`config.mk`:
```
export PLATFORM = sky130hd
export DESIGN_NAME = char_lcd_nibble_write_sequencer
export DESIGN_NICKNAME = d
export VERILOG_FILES = /design/src/rtl/clcd_pkg.sv /design/src/rtl/clcd_front.sv /design/src/rtl/clcd_job_fifo.sv /design/src/rtl/clcd_back.sv /design/src/rtl/char_lcd_nibble_write_sequencer.sv
export VERILOG_INCLUDE_DIRS = /design/src /design/src/rtl
export SDC_FILE = /design/constraint.sdc
export NUM_CORES = 1
export LEC_CHECK = 0
export ABC_CLOCK_PERIOD_IN_PS = 5000
export BUFFER_PORTS_ARGS = -buffer_cell sky130_fd_sc_hd__buf_2
export CORE_MARGIN = 2
export CORE_UTILIZATION = 50
export CTS_CLUSTER_DIAMETER = 50
export DETAILED_ROUTE_END_ITERATION = 8
export GPL_ROUTABILITY_DRIVEN = 0
export PLACE_DENSITY = 0.72
export RECOVER_POWER = 50
export SLEW_MARGIN = 20
export SYNTH_ARGS = -nofsm -noshare
export SYNTH_HDL_FRONTEND = slang
export SYNTH_SLANG_ARGS = --single-unit
```
`constraint.sdc`:
```
create_clock -name clk -period 5 [get_ports clk]
set_input_delay 0.5 -clock clk [delete_from_list [all_inputs] [get_ports clk]]
set_output_delay 0.5 -clock clk [all_outputs]
set_load 0.05 [all_outputs]
```
`src/rtl/char_lcd_nibble_write_sequencer_macros.svh`:
```
// Assertion macros used by the character LCD job queue RTL.
`ifndef CHAR_LCD_NIBBLE_WRITE_SEQUENCER_MACROS_SVH
`define CHAR_LCD_NIBBLE_WRITE_SEQUENCER_MACROS_SVH

// Condition that must hold at every clock edge outside reset.
`define CLCD_ASSERT(label, cond, msg) \
  label: assert property (@(posedge clk) disable iff (rst) (cond)) else $error(msg);

// Condition in one cycle implies a consequence in the next.
`define CLCD_ASSERT_NEXT(label, ante, cons, msg) \
  label: assert property (@(posedge clk) disable iff (rst) (ante) |=> (cons)) \
    else $error(msg);

`endif

```
`src/rtl/clcd_pkg.sv`:
```
// Shared types and constants for the character LCD nibble write sequencer.
`default_nettype none
package clcd_pkg;

  typedef enum logic [1:0] {
    JOB_RAW    = 2'd0,
    JOB_NIBBLE = 2'd1,
    JOB_BYTE   = 2'd2
  } job_kind_t;

  typedef enum logic [1:0] {
    AFTER_0    = 2'd0,
    AFTER_45   = 2'd1,
    AFTER_2000 = 2'd2
  } after_t;

  // One unit of bus work handed from the front to the back.
  typedef struct packed {
    job_kind_t  kind;
    logic       rs;
    logic [7:0] data;
    after_t     after;
    logic       last;
  } job_t;

  localparam logic [2:0] OP_INIT    = 3'd0;
  localparam logic [2:0] OP_COMMAND = 3'd1;
  localparam logic [2:0] OP_CHAR    = 3'd2;
  localparam logic [2:0] OP_CLEAR   = 3'd3;
  localparam logic [2:0] OP_CURSOR  = 3'd4;
  localparam logic [2:0] OP_PRINT   = 3'd5;

  localparam logic [7:0] CMD_FUNCTION_SET = 8'b0010_1000;
  localparam logic [7:0] CMD_DISPLAY_ON   = 8'b0000_1100;
  localparam logic [7:0] CMD_CLEAR        = 8'b0000_0001;
  localparam logic [7:0] CMD_ENTRY_MODE   = 8'b0000_0110;
  localparam logic [3:0] WAKE_NIBBLE      = 4'b0010;
  localparam logic [7:0] LINE0_BASE       = 8'h80;
  localparam logic [7:0] LINE1_BASE       = 8'hC0;
  localparam logic [7:0] MAX_COLUMN       = 8'd15;
  localparam logic [7:0] ASCII_ZERO       = 8'h30;

  localparam logic [15:0] PULSE_US    = 16'd1000;
  localparam logic [15:0] POWER_UP_US = 16'd35000;

  function automatic logic [15:0] after_us(input after_t a);
    logic [15:0] us;
    case (a)
      AFTER_45:   us = 16'd45;
      AFTER_2000: us = 16'd2000;
      default:    us = 16'd0;
    endcase
    return us;
  endfunction

endpackage
`default_nettype wire

```
`src/rtl/clcd_front.sv`:
```
// Request decoder: turns each request into bus jobs, converts numbers to BCD.
`default_nettype none
module clcd_front import clcd_pkg::*; (
  input  logic        clk,
  input  logic        rst,
  input  logic        push,
  output logic        full,
  input  logic [2:0]  opcode,
  input  logic [7:0]  byte_value,
  input  logic        line,
  input  logic [7:0]  position,
  input  logic [31:0] number,
  output logic        job_push,
  output job_t        job,
  input  logic        job_full
);

  typedef enum logic [3:0] {
    ST_IDLE  = 4'b0001,
    ST_FIXED = 4'b0010,
    ST_CONV  = 4'b0100,
    ST_DIGIT = 4'b1000
  } state_t;

  localparam logic [2:0] INIT_LAST_STEP = 3'd5;
  localparam logic [4:0] CONV_LAST_BIT  = 5'd31;
  localparam logic [3:0] NUM_DIGITS     = 4'd10;

  state_t      state;
  logic [2:0]  op;
  logic [7:0]  byte_reg;
  logic        line_reg;
  logic [3:0]  col;
  logic [2:0]  step;
  logic [31:0] bin;
  logic [39:0] bcd;
  logic [4:0]  bit_cnt;
  logic [3:0]  digits_left;
  logic        started;

  logic        skip;
  logic        fixed_last;
  logic [39:0] bcd_adj;

  // add-3 correction on every BCD digit ahead of the shift
  function automatic logic [39:0] dabble(input logic [39:0] v);
    logic [39:0] r;
    r = v;
    for (int i = 0; i < 10; i++) begin
      if (v[i*4 +: 4] > 4'd4) r[i*4 +: 4] = v[i*4 +: 4] + 4'd3;
    end
    return r;
  endfunction

  assign bcd_adj    = dabble(bcd);
  assign full       = (state != ST_IDLE);
  assign skip       = !started && (bcd[39:36] == 4'd0) && (digits_left != 4'd1);
  assign fixed_last = (op != OP_INIT) || (step == INIT_LAST_STEP);
  assign job_push   = !job_full && ((state == ST_FIXED) || (state == ST_DIGIT && !skip));

  always_comb begin
    job = '{kind: JOB_BYTE, rs: 1'b0, data: 8'h00, after: AFTER_0, last: 1'b0};
    if (state == ST_DIGIT) begin
      job.rs   = 1'b1;
      job.data = ASCII_ZERO | {4'h0, bcd[39:36]};
      job.last = (digits_left == 4'd1);
    end else begin
      case (op)
        OP_INIT: begin
          case (step)
            3'd0: job.kind = JOB_RAW;
            3'd1: begin
              job.kind = JOB_NIBBLE;
              job.data = {4'h0, WAKE_NIBBLE};
            end
            3'd2: begin
              job.data  = CMD_FUNCTION_SET;
              job.after = AFTER_45;
            end
            3'd3: begin
              job.data  = CMD_DISPLAY_ON;
              job.after = AFTER_45;
            end
            3'd4: begin
              job.data  = CMD_CLEAR;
              job.after = AFTER_2000;
            end
            default: begin
              job.data = CMD_ENTRY_MODE;
              job.last = 1'b1;
            end
          endcase
        end
        OP_CHAR: begin
          job.rs   = 1'b1;
          job.data = byte_reg;
          job.last = 1'b1;
        end
        OP_CLEAR: begin
          job.data  = CMD_CLEAR;
          job.after = AFTER_2000;
          job.last  = 1'b1;
        end
        OP_CURSOR: begin
          job.data = (line_reg ? LINE1_BASE : LINE0_BASE) | {4'h0, col};
          job.last = 1'b1;
        end
        default: begin
          job.data = byte_reg;
          job.last = 1'b1;
        end
      endcase
    end
  end

  always_ff @(posedge clk) begin
    if (rst) begin
      state <= ST_IDLE;
    end else begin
      unique case (state)
        ST_IDLE: begin
          if (push) begin
            op       <= opcode;
            byte_reg <= byte_value;
            line_reg <= line;
            col      <= position[3:0];
            step     <= 3'd0;
            unique case (opcode) inside
              OP_INIT, OP_COMMAND, OP_CHAR, OP_CLEAR: state <= ST_FIXED;
              OP_CURSOR: begin
                if (position <= MAX_COLUMN) state <= ST_FIXED;
              end
              OP_PRINT: begin
                bin     <= number;
                bcd     <= '0;
                bit_cnt <= 5'd0;
                state   <= ST_CONV;
              end
              default: state <= ST_IDLE;
            endcase
          end
        end
        ST_FIXED: begin
          if (!job_full) begin
            step <= step + 3'd1;
            if (fixed_last) state <= ST_IDLE;
          end
        end
        ST_CONV: begin
          bcd     <= {bcd_adj[38:0], bin[31]};
          bin     <= {bin[30:0], 1'b0};
          bit_cnt <= bit_cnt + 5'd1;
          if (bit_cnt == CONV_LAST_BIT) begin
            digits_left <= NUM_DIGITS;
            started     <= 1'b0;
            state       <= ST_DIGIT;
          end
        end
        ST_DIGIT: begin
          if (skip) begin
            bcd         <= {bcd[35:0], 4'h0};
            digits_left <= digits_left - 4'd1;
          end else if (!job_full) begin
            bcd         <= {bcd[35:0], 4'h0};
            digits_left <= digits_left - 4'd1;
            started     <= 1'b1;
            if (digits_left == 4'd1) state <= ST_IDLE;
          end
        end
        default: state <= ST_IDLE;
      endcase
    end
  end

endmodule
`default_nettype wire

```
`src/rtl/clcd_job_fifo.sv`:
```
// Short job queue between the request decoder and the bus sequencer.
`default_nettype none
`include "char_lcd_nibble_write_sequencer_macros.svh"
module clcd_job_fifo import clcd_pkg::*; #(
  parameter int DEPTH = 4
) (
  input  logic clk,
  input  logic rst,
  input  logic push,
  input  job_t din,
  output logic full,
  input  logic pop,
  output logic empty,
  output job_t dout
);

  localparam int PW = (DEPTH > 1) ? $clog2(DEPTH) : 1;
  localparam int CW = $clog2(DEPTH + 1);
  localparam logic [PW-1:0] LAST_PTR = PW'(DEPTH - 1);
  localparam logic [CW-1:0] FULL_CNT = CW'(DEPTH);

  job_t          mem [DEPTH];
  logic [PW-1:0] wr_ptr;
  logic [PW-1:0] rd_ptr;
  logic [CW-1:0] count;
  logic          do_push;
  logic          do_pop;

  assign full    = (count == FULL_CNT);
  assign empty   = (count == '0);
  assign do_push = push && !full;
  assign do_pop  = pop && !empty;
  assign dout    = mem[rd_ptr];

  always_ff @(posedge clk) begin
    if (do_push) mem[wr_ptr] <= din;
  end

  always_ff @(posedge clk) begin
    if (rst) begin
      wr_ptr <= '0;
      rd_ptr <= '0;
      count  <= '0;
    end else begin
      if (do_push) wr_ptr <= (wr_ptr == LAST_PTR) ? '0 : wr_ptr + PW'(1);
      if (do_pop)  rd_ptr <= (rd_ptr == LAST_PTR) ? '0 : rd_ptr + PW'(1);
      if (do_push && !do_pop)      count <= count + CW'(1);
      else if (do_pop && !do_push) count <= count - CW'(1);
    end
  end

  `CLCD_ASSERT(a_count_bound, count <= FULL_CNT, "job queue count beyond depth")
  `CLCD_ASSERT_NEXT(a_count_up, do_push && !do_pop, count == $past(count) + CW'(1), "queue push lost")
  `CLCD_ASSERT_NEXT(a_count_down, do_pop && !do_push, count == $past(count) - CW'(1), "queue pop lost")

endmodule
`default_nettype wire

```
`src/rtl/clcd_back.sv`:
```
// Bus sequencer: expands each job into pin-state items behind an output register.
`default_nettype none
module clcd_back import clcd_pkg::*; (
  input  logic        clk,
  input  logic        rst,
  input  logic        job_empty,
  input  job_t        job,
  output logic        job_pop,
  output logic        empty,
  input  logic        pop,
  output logic        reg_select,
  output logic        read_write,
  output logic        enable,
  output logic [3:0]  data_nibble,
  output logic [15:0] wait_us,
  output logic        last
);

  job_t        cur;
  logic        job_valid;
  logic [1:0]  idx;
  logic        out_valid;

  logic        out_free;
  logic        item_en;
  logic        item_final;
  logic [3:0]  item_nib;
  logic [15:0] item_wait;

  assign empty    = !out_valid;
  assign out_free = !out_valid || pop;
  assign job_pop  = !job_valid && !job_empty;

  always_comb begin
    // for nibble and byte jobs even steps raise E, odd steps drop it; a byte sends its high nibble first
    item_en  = (cur.kind != JOB_RAW) && !idx[0];
    item_nib = (cur.kind == JOB_BYTE && !idx[1]) ? cur.data[7:4] : cur.data[3:0];
    case (cur.kind)
      JOB_RAW:    item_final = 1'b1;
      JOB_NIBBLE: item_final = (idx == 2'd1);
      JOB_BYTE:   item_final = (idx == 2'd3);
      default:    item_final = 1'b1;
    endcase
    if (item_en)                  item_wait = PULSE_US;
    else if (cur.kind == JOB_RAW) item_wait = POWER_UP_US;
    else if (item_final)          item_wait = after_us(cur.after);
    else                          item_wait = 16'd0;
  end

  always_ff @(posedge clk) begin
    if (rst) begin
      job_valid <= 1'b0;
      out_valid <= 1'b0;
    end else begin
      if (job_pop) begin
        cur       <= job;
        idx       <= 2'd0;
        job_valid <= 1'b1;
      end else if (job_valid && out_free) begin
        idx <= idx + 2'd1;
        if (item_final) job_valid <= 1'b0;
      end
      if (job_valid && out_free) begin
        out_valid   <= 1'b1;
        reg_select  <= cur.rs;
        read_write  <= 1'b0;
        enable      <= item_en;
        data_nibble <= item_nib;
        wait_us     <= item_wait;
        last        <= cur.last && item_final;
      end else if (pop) begin
        out_valid <= 1'b0;
      end
    end
  end

endmodule
`default_nettype wire

```
`src/rtl/char_lcd_nibble_write_sequencer.sv`:
```
// Top level of the 4-bit character LCD write sequencer.
// Each request (init, command, character, clear, set cursor, print number) becomes a run
// of pin-state items for a 4-bit HD44780-style bus: RS, RW, E, D7..D4 and a hold time
// in microseconds; last marks the final item of a request. Every byte is two nibbles,
// high first, each as an E-high item held 1000 us and an E-low item. The decoder is busy
// (full high) while it queues the jobs of a request and stalls while the job queue is full;
// print number also first runs a binary-to-BCD conversion and then skips leading zero
// digits. The bus sequencer emits one item per cycle while the sink keeps pop high,
// pausing to fetch each job from the queue. The job queue (JOB_FIFO_DEPTH entries) lets
// the decoder take the next request while the sequencer is still draining earlier ones.
// Set cursor with a column above 15 and unused opcodes produce no items.
`default_nettype none
module char_lcd_nibble_write_sequencer import clcd_pkg::*; #(
  parameter int JOB_FIFO_DEPTH = 4
) (
  input  logic        clk,
  input  logic        rst,
  input  logic        push,
  output logic        full,
  input  logic [2:0]  opcode,
  input  logic [7:0]  byte_value,
  input  logic        line,
  input  logic [7:0]  position,
  input  logic [31:0] number,
  output logic        empty,
  input  logic        pop,
  output logic        reg_select,
  output logic        read_write,
  output logic        enable,
  output logic [3:0]  data_nibble,
  output logic [15:0] wait_us,
  output logic        last
);

  logic job_push;
  logic job_full;
  logic job_pop;
  logic job_empty;
  job_t job_in;
  job_t job_out;

  clcd_front u_front (
    .clk        (clk),
    .rst        (rst),
    .push       (push),
    .full       (full),
    .opcode     (opcode),
    .byte_value (byte_value),
    .line       (line),
    .position   (position),
    .number     (number),
    .job_push   (job_push),
    .job        (job_in),
    .job_full   (job_full)
  );

  clcd_job_fifo #(
    .DEPTH (JOB_FIFO_DEPTH)
  ) u_fifo (
    .clk   (clk),
    .rst   (rst),
    .push  (job_push),
    .din   (job_in),
    .full  (job_full),
    .pop   (job_pop),
    .empty (job_empty),
    .dout  (job_out)
  );

  clcd_back u_back (
    .clk         (clk),
    .rst         (rst),
    .job_empty   (job_empty),
    .job         (job_out),
    .job_pop     (job_pop),
    .empty       (empty),
    .pop         (pop),
    .reg_select  (reg_select),
    .read_write  (read_write),
    .enable      (enable),
    .data_nibble (data_nibble),
    .wait_us     (wait_us),
    .last        (last)
  );

endmodule
`default_nettype wire

```
==> results.cfg <==
[cells_and_area]
multi_input_area_um2 = 2920
nNetsFinal = 862
final_layout_size_suffix_gt1_share_pct = 14.2
largest_reg_flops = 56
regMostFlops = u_fifo.mem
synthToLayoutAreaGrowth_pct = 11.4
register_area_um2 = 5880
nFillCells = 1476
reg_top3 = u_fifo.mem: 56 flops, u_front.bcd: 40 flops, u_front.bin: 32 flops
final_cells = 1018
final_common_cell = edfxtp_1
diodes = 0
mostFrequentLayoutCells = edfxtp_1, nand2_1, buf_2

[cts]
cts_resized = 0
cts_hold_buf = 0
cts_inserted_buffers = 17
cts_tree = built
htreeDepth = 4
cts_setup_buffers = 0
clock_sinks = 200
clk_pin_slew_worst_paths_ns = 0.07
cts_root_buf = clkbuf_16
clk_latency_ns = 0.43
clk_path_buf_depth = 2

[logic_synthesis]
ys_warn_count = 0
synth_ff_type = edfxtp_1
ys_async_sr_fraction_pct = 0
syn_area_um2 = 9140
synth_top_area_cell = edfxtp_1
avgSynthCellArea_um2 = 12.9
synth_cells = 710
synth_top_area_share_pct = 61.4
synth.yosys.seq_area_share_pct = 64.3
synth_edf_count = 187
synth_cell_types = 58
synth.area.top_cells = edfxtp_1, nand2_1, ha_1, mux4_2, dfxtp_1
synth-seq-cells = 200

[sta]
fin_ws_ns = 1.03
fin_crit_sh_pct = 79.5
skew_ns = 0.0139
tightest_slew_ns = 2.48
holdWs_ns = 0.242
finalSetupTns_ns = 0
relSlewSlack_pct = -65.0
max_freq_mhz = 252
period_needed_ns = 3.97
maxSlewViolCount = 126
hold_viol_final = 0
setup_viol = 0
rsz0062_at_grt = false

[floorplan]
initial_utilization_pct = 50.9
die_y_um = 139
rows = 49
ios = 82
core_region_area_um2 = 18000
dieArea_um2 = 19400
die_w_um = 139

[power]
p_leak_uw = 0.00370
cellPowerDensity_nw_per_um2 = 388
ir_drop_mv = 0.284

[global_route]
grt_pass1_wl_um = 27200
grt_max_degree = 61
track_usage_pct = 17.5
overflow = 0
grtUsageMet1_pct = 21.1
grt_use_met2_pct = 31.7
busiest_layer = met2
grt_pass1_vias = 5632
use_met3_pct = 3.31
grt_antenna_before_repair = 0

[routing]
firstDrtPassIters = 5
drtAntennaViolNets = 0
drc_errors = 0
routedWlPerCell_um = 16.1
drt_iter0_markers = 343
wl_um = 16400
vias_per_cell = 5.46
via_count = 5559

[critical_path]
rrSetupSlack_ns = 1.03
r2r_cells = 6
cp.arrival_ns = 4.05
cp-start-kind = flop
worstPathMaxFanout = 40
rr_endpoint = u_front.bcd[37]$_DFFE_PP_
worstReg2RegStart = u_front.state[3]$_SDFFE_PP0P_
critPathRequiredTime_ns = 5.07
worstSetupPathType = reg2reg
cp-end-kind = flop

[hold_path]
whs_endpoint = u_front.byte_reg[3]$_DFFE_PP_
hold_depth = 1
holdCritPathClass = in2reg
hold_start = byte_value[3]

[placement]
dp_slack_ns = 1.72
port-buffer-count = 76
hpwl_um = 11000
dp_cells = 986

[run_status]
status = complete, but fails checks
violations = capacitance limit, slew limit

[run]
cap_violations = 3
-- critical path: stages, from the launching register on --
cell,delay [ns]
dfxtp_1,0.42
or4b_1,0.79
clkbuf_1,0.51
inv_1,0.93
nor2_1,0.19
a221oi_4,0.26
buf_4,0.48
-- per-stage QoR --
step	utilization [%]	cell area [um2]	power, uW
floorplan	-	9160	2560
finish	56.7	10200	3950
global route	56.7	10200	4110
CTS	57.0	10200	3990
detailed placement	53.9	9690	2710
global placement	53.9	9690	2670
-- cell usage after synthesis, drive strengths merged (2+ instances only) --
cell type	number
edfxtp	187
nand2	119
inv	45
a21oi	39
nor2	38
ha	29
buf	28
o21ai	27
mux4	14
xnor2	14
dfxtp	13
mux2i	12
o22ai	12
xor2	12
and2	11
nor3b	11
a22o	10
clkbuf	10
nor3	9
nand2b	8
o32ai	7
mux2	5
nor4b	5
nand3	4
nor2b	4
or4b	4
a221oi	3
o21bai	3
a21boi	2
o221ai	2
or3	2
or3b	2
-- worst max path at each step --
stage | startpoint | to | slack [ns] | cells past startpoint
after floorplan | u_front.state[0]$_SDFFE_PP1P_ | u_front.bcd[0]$_DFFE_PP_ | 0.16 | 6
after global placement | u_front.state[3]$_SDFFE_PP0P_ | u_front.bcd[29]$_DFFE_PP_ | 1.81 | 6
after detailed placement | u_front.state[3]$_SDFFE_PP0P_ | u_front.bcd[30]$_DFFE_PP_ | 1.72 | 6
after CTS | u_front.state[3]$_SDFFE_PP0P_ | u_front.bcd[27]$_DFFE_PP_ | 1.71 | 6
after global routing | u_front.state[2]$_SDFFE_PP0P_ | u_front.bin[6]$_DFFE_PP_ | 0.77 | 5
final | u_front.state[3]$_SDFFE_PP0P_ | u_front.bcd[37]$_DFFE_PP_ | 1.03 | 6
-- final cells by class --
type                       instances  area share, %
sequential                       200           57.7
inverter                          45           1.66
timing repair buffer              81           3.69
tap                              229           2.81
clock buffer                      18           4.21
clock inverter                    14           1.20
multi-input combinational        431           28.7
-- where the power goes --
group | switching [uW] | internal [uW]
Combinational | 338 | 229
Sequential | 108 | 1980
Clock | 601 | 690
Total | 1050 | 2900
-- layer usage --
metal | wire length [um] | vias to the layer above
met5 | 0 | -
li1 | - | 2699
met2 | 8690 | 138
met1 | 6890 | 2706
met4 | 193 | 0
met3 | 621 | 16
-- cell families after synthesis --
logic type | synth area share [%]
xor+xnor | 2.49
compound gates | 8.25
fa+ha+maj | 4.19
buf+inv | 4.08
other cells | 0.0410
mux | 5.38
flops | 64.3
simple gates | 11.3
Power figures use the tool's default switching activity.
